`src/hw/rtl/acri_pkg.sv`:
```
// shared constants and types of the colour ramp interpolator
package acri_pkg;

	localparam int CH_N          = 4;
	localparam int CH_W          = 8;
	localparam int COLOUR_W      = CH_N * CH_W;
	localparam int SPAN_BITS_DEF = 16;
	localparam int DIV_STEPS     = 4;

	// data that rides alongside the divider lanes
	typedef struct packed {
		logic [COLOUR_W-1:0] colour_start;
		logic [CH_N-1:0]     neg;
		logic                span_zero;
	} side_t;

endpackage

```
`src/hw/rtl/acri_front.sv`:
```
// front stages: per-channel difference, then magnitude of difference times step
module acri_front import acri_pkg::*; #(
	parameter int SPAN_BITS = SPAN_BITS_DEF,
	localparam int DW = CH_W + SPAN_BITS
) (
	input  logic                 clk,
	input  logic                 arst_n,
	input  logic                 en,
	input  logic                 valid,
	input  logic [COLOUR_W-1:0]  colour_start,
	input  logic [COLOUR_W-1:0]  colour_end,
	input  logic [SPAN_BITS-1:0] span_length,
	input  logic [SPAN_BITS-1:0] step_index,
	output logic                 valid_s2,
	output side_t                side_s2,
	output logic [SPAN_BITS-1:0] span_s2,
	output logic [DW-1:0]        mag_s2 [CH_N]
);

	logic                 valid_s1;
	side_t                side_s1;
	logic [SPAN_BITS-1:0] span_s1;
	logic [SPAN_BITS-1:0] step_s1;
	logic [CH_W-1:0]      adiff_s1 [CH_N];

	logic [CH_N-1:0]      neg;
	logic [CH_W-1:0]      adiff [CH_N];

	always_comb begin
		for (int c = 0; c < CH_N; c++) begin
			neg[c] = colour_end[c*CH_W +: CH_W] < colour_start[c*CH_W +: CH_W];
			adiff[c] = neg[c]
				? colour_start[c*CH_W +: CH_W] - colour_end[c*CH_W +: CH_W]
				: colour_end[c*CH_W +: CH_W] - colour_start[c*CH_W +: CH_W];
		end
	end

	always_ff @(posedge clk or negedge arst_n) begin
		if (!arst_n) begin
			valid_s1 <= 1'b0;
			valid_s2 <= 1'b0;
		end else if (en) begin
			valid_s1 <= valid;
			valid_s2 <= valid_s1;
		end
	end

	always_ff @(posedge clk) begin
		if (en) begin
			side_s1.colour_start <= colour_start;
			side_s1.neg          <= neg;
			side_s1.span_zero    <= span_length == '0;
			span_s1              <= span_length;
			step_s1              <= step_index;
			adiff_s1             <= adiff;
			side_s2              <= side_s1;
			span_s2              <= span_s1;
			for (int c = 0; c < CH_N; c++) begin
				mag_s2[c] <= DW'(adiff_s1[c]) * DW'(step_s1);
			end
		end
	end

endmodule

```
`config.mk`:
```
export PLATFORM = sky130hd
export DESIGN_NAME = acri_front
export DESIGN_NICKNAME = d
export VERILOG_FILES = /design/src/hw/rtl/acri_pkg.sv /design/src/hw/rtl/acri_front.sv
export SDC_FILE = /design/constraint.sdc
export NUM_CORES = 1
export LEC_CHECK = 0
export BUFFER_PORTS_ARGS = -buffer_cell sky130_fd_sc_hd__buf_4
export CAP_MARGIN = 5
export CORE_ASPECT_RATIO = 1.25
export CORE_MARGIN = 5
export CORE_UTILIZATION = 65
export CTS_BUF_LIST = sky130_fd_sc_hd__clkbuf_8
export DETAILED_ROUTE_END_ITERATION = 8
export MAX_ROUTING_LAYER = met4
export PLACE_DENSITY = 0.95
export SKIP_LAST_GASP = 1
export SLEW_MARGIN = 25
export SYNTH_ARGS = -nofsm -noshare
export SYNTH_HDL_FRONTEND = slang
export SYNTH_SLANG_ARGS = --single-unit
export TNS_END_PERCENT = 100
```
`constraint.sdc`:
```
create_clock -name clk -period 7.8 [get_ports clk]
set_input_delay 0 -clock clk [delete_from_list [all_inputs] [get_ports clk]]
set_output_delay 0 -clock clk [all_outputs]
set_load 0.01 [all_outputs]
```
==> metrics.yaml <==
status: "finished, final reports clean"
crit_path_end_kind: "flip-flop"
period_needed_ps: 5780
cts_inserted_buffers: 43
critPathKind: "flip-flop to flip-flop"
relSlewSlack_pct: 35.2
die_h_um: 236
pin_count: 250
route.met3.wl_um: 4020
grt_max_degree: 98
synth_top_cell_area_share_pct: 28.3
ff_latch_area_um2: 7560
core_um2: 40200
cts_buffer_depth: 3
setup_tns_ps: 0
synth_fp_nets: 3190
fmax_ghz: 0.173
reg2reg_to: "mag_s2[18]"
reg2reg_slack_ps: 2020
cp_max_fo: 21
dieArea_um2: 45000
clock_skew_ps: 17.2
ys_warn_count: 0
avgSynthCellArea_um2: 10.6
grtUsageTotal_pct: 29.7
cp-start-kind: "flip-flop"
synth-edff-count: 250
multiInputGateArea_um2: 16800
syn_area_um2: 26500
yosysUniqueCellTypes: 63
ys_ff_latch: 252
syn_inst: 2510
synthArstFlopShare_pct: 0.794
clk_pin_slew_ps: 70
r2r_cells: 17
worst_slew_pin_slew_ps: 971
synthFlopType: "edfxtp_1"
detail_route.iter0.violations: 1273
vias_per_cell: 5.69
dpl.hpwl_um: 45900
antenna_left: 0
final_nets: 3498
min_path_type: "input pin to flip-flop"
cp-endpoint: "mag_s2[18]"
start_util_pct: 65.9
first_pass_iters: 5
r2r-start: "step_s1[7]"
h-tree-depth: 2
wl_met1_um: 22800
wl_um: 63900
synth.cells.most_frequent: "467 x inv_1, 434 x and2_1, 344 x fa_1"
grt_pass1_wl_um: 106000
post_cts_buffers: 0
clkLatencyLatePin_ps: 600
wire_per_inst_um: 18.8
die_x_um: 191
synthMostInstantiatedCell: "inv_1"
port_buffers: 249
cp.arrival_ps: 6120
report.final.setup_viol: 0
place_congestion: 0.916
dr_wl_met2_um: 33800
period_share_pct: 74.2
drcViolationCount: 0
hold_viol: 0
vias: 19300
cap_violations: 0
synth_top_area_cell: "edfxtp_1"
synth_area_leaders: "edfxtp_1 28%, fa_1 26%, ha_1 11%"
drv_slew: 0
grt_antenna_before_repair: 2
area_growth_syn_to_layout_pct: 15.5
gr-total-overflow: 0
top_layer: "met4"
grt_pass1_vias: 21400
fp-row-count: 82
layout-drive-gt1-share_pct: 12.2
clock_sinks: 252
cts-root-buf: "clkbuf_8"
cts_tree: "built"
required_ps: 8140
ys_seq_area_share_pct: 28.5
rsz0062_at_grt: "false"
fillCellCount: 2502
critPathLaunch: "step_s1[7]"
metal layers:
metal  GRT usage (%)  vias up
met5               -        -
met2            51.4      861
li1                -     8574
met4            14.0        0
met1            34.2     9623
met3            4.23      268
cell families after synthesis:
| logic type | after synthesis | synth area share (%) |
|---|---|---|
| flops | 252 | 28.5 |
| simple gates | 699 | 14.8 |
| mux | 24 | 0.962 |
| fa+ha+maj | 580 | 37.1 |
| compound gates | 296 | 7.36 |
| buf+inv | 564 | 8.13 |
| xor+xnor | 95 | 3.14 |
worst max-delay path: stages, from the launching register on:
cell and delay [ps]:
edfxtp_1 800, buf_4 310, and2_1 190, fa_1 470, fa_1 520, fa_1 520
inv_1 50, fa_1 480, inv_1 40, ha_1 330, and3_1 200, and3_1 180
a211oi_1 530, a21oi_1 250, o21a_1 210, nor2_1 150, o21ai_0 120, xor2_1 160
stage by stage:
step	instances	util, %	hold slack [ps]	area, um^2	setup slack, ps
2_1_floorplan	2510	-	-296	26500	2940
3_3_place_gp	3220	71.5	-218	28800	2270
3_5_place_dp	3220	71.5	-214	28800	2070
4_1_cts	3389	75.8	1.24	30500	2060
5_1_grt	3398	76.1	70.6	30600	1800
6_report	3398	76.1	42.3	30600	2020
sequential cells by signal, indices dropped and copies added, names as in the netlist:
name      flops
valid_s2      1
side_s1      37
side_s2      37
mag_s2       96
adiff_s1     32
span_s2      16
step_s1      16
span_s1      16
valid_s1      1
layout by cell type (no fill, tap or decap), drive strengths merged, types with 3 or more instances in the layout:
master | Yosys | layout
inv | 467 | 478
a21o | 71 | 71
fa | 344 | 344
nand2 | 122 | 122
and2 | 434 | 434
o21a | 13 | 13
clkbuf | 88 | 43
nor3 | 4 | 4
a211oi | 17 | 17
mux2i | 15 | 15
clkinv | 0 | 20
o21ai | 54 | 54
a21oi | 91 | 91
buf | 9 | 268
and3 | 10 | 10
a221oi | 6 | 6
nor2b | 19 | 19
xnor2 | 69 | 69
nand3 | 18 | 18
nand4 | 6 | 6
nand2b | 21 | 21
edfxtp | 250 | 250
o21bai | 12 | 12
and4 | 3 | 3
mux2 | 9 | 9
xor2 | 26 | 26
ha | 236 | 236
nor2 | 51 | 51
a41oi | 3 | 3
a31oi | 3 | 3
dlygate4sd3 | 0 | 92
nor4 | 6 | 6
worst min path at each step:
stage / startpoint / to / slack (ps) / cells after the start
after global routing: colour_end[22] / adiff_s1[14] / 70 / 3
after floorplan: arst_n / valid_s1 / -300 / 0
after CTS: colour_end[4] / adiff_s1[28] / 1 / 3
after detailed placement: arst_n / valid_s1 / -210 / 1
final: colour_end[22] / adiff_s1[14] / 40 / 3
after global placement: arst_n / valid_s2 / -220 / 1
what timing repair did:
action,CTS,global route
endpoints found under the hold margin,185,0
hold buffers,92,0
gates resized for setup,0,0
area by class of cell:
type | instances | area share, %
Clock buffer | 43 | 1.93
Timing Repair Buffer | 360 | 9.82
Sequential cell | 252 | 24.7
Inverter | 467 | 5.72
Clock inverter | 34 | 0.711
Multi-Input combinational cell | 1694 | 54.9
Antenna cell | 2 | 0.0163
Tap cell | 546 | 2.23
Power is left out: the tool's default activity adds up to more than one toggle a clock period on the data nets, which glitch-free logic cannot reach.
