### src/hw/rtl/acri_pkg.sv
// shared constants and types of the colour ramp interpolator
package acri_pkg;

	localparam int CH_N          = 4;
	localparam int CH_W          = 8;
	localparam int COLOUR_W      = CH_N * CH_W;
	localparam int SPAN_BITS_DEF = 16;
	localparam int DIV_STEPS     = 4;

	// data that rides alongside the divider lanes
	typedef struct packed {
		logic [COLOUR_W-1:0] colour_start;
		logic [CH_N-1:0]     neg;
		logic                span_zero;
	} side_t;

endpackage

### src/hw/rtl/acri_div_stage.sv
// one stage of the restoring divider, NSTEPS quotient bits for each channel
module acri_div_stage import acri_pkg::*; #(
	parameter int SPAN_BITS = SPAN_BITS_DEF,
	parameter int NSTEPS    = DIV_STEPS,
	localparam int DW = CH_W + SPAN_BITS
) (
	input  logic                 clk,
	input  logic                 arst_n,
	input  logic                 en,
	input  logic                 valid,
	input  side_t                side,
	input  logic [SPAN_BITS-1:0] span,
	input  logic [SPAN_BITS-1:0] rem [CH_N],
	input  logic [DW-1:0]        quo [CH_N],
	output logic                 valid_q,
	output side_t                side_q,
	output logic [SPAN_BITS-1:0] span_q,
	output logic [SPAN_BITS-1:0] rem_q [CH_N],
	output logic [DW-1:0]        quo_q [CH_N]
);

	logic [SPAN_BITS-1:0] rem_nx [CH_N];
	logic [DW-1:0]        quo_nx [CH_N];

	// dividend bits shift out of the top of quo, quotient bits shift in at the bottom
	always_comb begin
		logic [SPAN_BITS:0]   t;
		logic [SPAN_BITS-1:0] r;
		logic [DW-1:0]        d;
		for (int c = 0; c < CH_N; c++) begin
			r = rem[c];
			d = quo[c];
			for (int i = 0; i < NSTEPS; i++) begin
				t = {r, d[DW-1]};
				d = {d[DW-2:0], 1'b0};
				if (t >= {1'b0, span}) begin
					t = t - {1'b0, span};
					d[0] = 1'b1;
				end
				r = t[SPAN_BITS-1:0];
			end
			rem_nx[c] = r;
			quo_nx[c] = d;
		end
	end

	always_ff @(posedge clk or negedge arst_n) begin
		if (!arst_n) begin
			valid_q <= 1'b0;
		end else if (en) begin
			valid_q <= valid;
		end
	end

	always_ff @(posedge clk) begin
		if (en) begin
			side_q <= side;
			span_q <= span;
			rem_q  <= rem_nx;
			quo_q  <= quo_nx;
		end
	end

endmodule

### config.mk
export PLATFORM = sky130hd
export DESIGN_NAME = acri_div_stage
export DESIGN_NICKNAME = d
export VERILOG_FILES = /design/src/hw/rtl/acri_pkg.sv /design/src/hw/rtl/acri_div_stage.sv
export SDC_FILE = /design/constraint.sdc
export NUM_CORES = 1
export LEC_CHECK = 0
export BUFFER_PORTS_ARGS = -buffer_cell sky130_fd_sc_hd__buf_2
export CAP_MARGIN = 20
export CORE_UTILIZATION = 40
export DETAILED_ROUTE_END_ITERATION = 10
export HOLD_SLACK_MARGIN = 0.06
export PLACE_DENSITY = 0.67
export SYNTH_ARGS = -nofsm -noshare
export SYNTH_HDL_FRONTEND = slang
export SYNTH_SLANG_ARGS = --single-unit
### constraint.sdc
create_clock -name clk -period 1.4 [get_ports clk]
set_input_delay 0.14 -clock clk [delete_from_list [all_inputs] [get_ports clk]]
set_output_delay 0.14 -clock clk [all_outputs]
set_load 0.03 [all_outputs]
==> qor.txt <==
Outcome: finished with violations
Failing checks: negative setup slack
CP max FO: 7
Relative slew slack: 59.1%
Boundary pin count: 431
EDFF count, synth: 213
Syn Inst Count: 2157
Final Skew: 0 ps
Die width: 229 um
Layout cells sized above 1: 54.3%
P&R area growth vs syn: 81.4%
Worst min path class: primary input to flop
Setup CP Type: primary input to flop
Cell area power density: 2700 nW/um^2
Initial core utilization: 40.9%
Clk_lat worst skew: 540 ps
Count of pins over their slew limit: 0
Total Die Area: 52600 um^2
Nets: 4343
Largest net degree at the start of global routing: 34
Syn Nets: 2646
Yosys reg bits: 214
Detailed-route wire length per cell: 20.7 um
Yosys top cell area share: 30.9%
Ys async rst share: 0.467%
I/O Buffers: 430
Max Clock Freq: 0.120 GHz
Crit path launch type: primary input
Ys flop type: edfxtp_1
Total of warnings raised by yosys: 0
Seq/Total Area, Yosys: 31.1%
Minimum clock period: 8310 ps
# rows: 82
Worst reg2reg endpoint: valid_q$_DFFE_PN0P_
Peak VDD IR: 1730 uV
Drt first pass iters: 6
Post-synth top area cell: edfxtp_1
Vias: 24.7k
CTS root buf: clkbuf_16
DR DRC count: 0
Final Util: 74.1%
R2R setup slack: 650 ps
Post-synth cell types: 81
Top post-synthesis cells by area: edfxtp_1 31%, ha_1 15%, mux2_2 5.7%
TritonCTS clock tree: done
Vias per cell: 5.43
Final Hold Vio Count: 0
Filler cells: 3414
Initial antenna violation count: 9
Number of global-route vias before repair: 25.7k
Gpl congestion: 0.975
Final ANT Viol Nets: 0
Congestion Overflow GR: 0
Global-route wire length before repair: 138000 um
Placement Cell Area: 31300 um^2
Arrival time worst endpoint: 8610 ps
Slowest-stage cell, CP: a2111oi_1
Chip height: 229 um
Setup WS post-layout: -6910 ps
RSZ-0062 raised after global routing: true
Design area: 37500 um^2
Clock Path Buffers: 3
Req. time, crit path: 1710 ps
Worst-Margin Slew: 608 ps
Clock slew at reported path FFs: 70 ps
Final HPWL DP: 65100 um
DR iter-0 viols: 1545
Static Leak: 17.6 nW
Cts bufs inserted: 23
Max capacitance violation total: 0
Cell Area, Synth: 20700 um^2
Synth Area per Inst: 9.58 um^2
Final period util: 593%
All-Layer GR Usage: 33.2%
Type of destination of the critical path: flop
Most frequent cell on the critical path: buf_4
Crit path from: span[12]
Clock sinks: 214
H-tree Lvls: 1
WL final: 94300 um
Final setup fails: 80
Worst r2r src: valid_q$_DFFE_PN0P_
CP peak stage delay: 370 ps
R2r worst-path depth: 1
CORE AREA: 50600 um^2
CP endpoint: rem_q[43]$_DFFE_PP_
[layer usage]
layer	share of wire [%]	routed length (um)	vias up	track usage, %
met4	5.6	5270	6	15.8
met2	51	47700	1105	61.8
met1	37	35200	11750	36.9
met3	6.4	6070	320	4.77
met5	0.040	38	-	0
li1	-	-	11537	-
[worst max-delay path: cells and delay by family]
family,cells,cell delay (ps)
compound gates,16,3510
xor+xnor,2,250
fa+ha+maj,4,1070
buf+inv,7,1160
mux,4,1200
simple gates,8,1280
[layout by cell type, fill, tap and decap left out, drive strengths merged, types with 15 or more instances in the layout]
cell | netlist | layout
a21oi | 182 | 182
a21o | 81 | 81
o21ai | 146 | 146
mux2i | 24 | 24
clkbuf | 19 | 28
buf | 13 | 1564
o211ai | 15 | 15
nand4 | 41 | 41
and3 | 17 | 17
or2 | 15 | 15
dlygate4sd3 | 0 | 138
a211oi | 16 | 16
o21bai | 27 | 27
nand2b | 25 | 25
nand3 | 42 | 42
nor3 | 42 | 42
xnor2 | 124 | 124
nor2b | 39 | 39
inv | 110 | 111
a31oi | 18 | 18
nor2 | 129 | 129
xor2 | 63 | 63
edfxtp | 213 | 213
ha | 256 | 256
mux2 | 130 | 130
o21a | 38 | 38
fa | 16 | 16
and2 | 21 | 21
nand2 | 151 | 151
[where the power goes]
part           switching [mW]  internal, mW
clock network            2.86          3.75
logic                    38.5          45.1
registers               0.513          10.4
total                    41.8          59.2
[cells by family after synthesis]
logic type / Yosys count / share of synthesized area [%]
adder cells (fa/ha/maj): 272 / 17.0
buffers and inverters: 143 / 2.74
XOR/XNOR: 187 / 7.92
multiplexers: 154 / 8.43
AO/OA/AOI/OAI: 623 / 19.3
AND/OR/NAND/NOR: 564 / 13.5
flip-flops: 214 / 31.1
[state kept, by name (all words and copies together) (netlist names)]
name,count
quo_q,96
rem_q,64
side_q,37
span_q,16
valid_q,1
[timing repair]
action,in CTS,in global routing
setup endpoints to repair,83,80
cloned,4,0
endpoints found under the hold margin,153,0
pin swaps,139,146
hold buffers,138,0
buffers inserted,161,57
resized for setup,306,215
[cells in the mapped netlist (16+ instances only)]
| cell type | n |
|---|---|
| ha_1 | 256 |
| nand2b_1 | 25 |
| o21bai_1 | 27 |
| inv_1 | 107 |
| o21a_1 | 38 |
| nand4_1 | 41 |
| and3_1 | 17 |
| xnor2_1 | 124 |
| a31oi_1 | 18 |
| a21o_1 | 81 |
| a211oi_1 | 16 |
| o21ai_0 | 143 |
| a21oi_1 | 181 |
| and2_1 | 21 |
| nor2b_1 | 39 |
| fa_1 | 16 |
| mux2i_1 | 24 |
| mux2_2 | 105 |
| edfxtp_1 | 213 |
| nor2_1 | 129 |
| nor3_1 | 42 |
| xor2_1 | 63 |
| clkbuf_1 | 19 |
| nand3_1 | 41 |
| nand2_1 | 151 |
[how the worst min path moves through the flow]
stage          depth (start not counted)  slack (ps)                   to     from
6_report                               2         150  span_q[1]$_DFFE_PP_  span[1]
3_5_place_dp                           1         -80  valid_q$_DFFE_PN0P_   arst_n
2_1_floorplan                          0        -160  valid_q$_DFFE_PN0P_   arst_n
3_3_place_gp                           1         -80  valid_q$_DFFE_PN0P_   arst_n
4_1_cts                                2         130  span_q[1]$_DFFE_PP_  span[1]
5_1_grt                                2         140  span_q[1]$_DFFE_PP_  span[1]
[metrics by stage]
| stage | setup slack [ps] | cells | hold WS [ps] | total power, mW | setup TNS [ps] |
|---|---|---|---|---|---|
| after global placement | -7670 | 4161 | -84.6 | 75.8 | -553700 |
| after floorplan | -7540 | 2157 | -156 | 50.8 | -533070 |
| after global routing | -7230 | 4546 | 139 | 106 | -514990 |
| final | -6910 | 4548 | 155 | 101 | -488650 |
| after detailed placement | -8030 | 4161 | -84.1 | 77.8 | -568350 |
| after CTS | -6820 | 4501 | 133 | 93.7 | -487040 |
[area by class of cell]
class	instances	area, um^2	share of cell area [%]
Antenna cell	7	17.5	0.0467
Clock buffer	26	587	1.57
Clock inverter	14	174	0.464
Inverter	111	449	1.20
Multi-Input combinational cell	1800	16300	43.5
Sequential cell	214	6420	17.1
Tap cell	672	841	2.24
Timing Repair Buffer	1704	12700	33.9
Power figures use the tool's default switching activity.
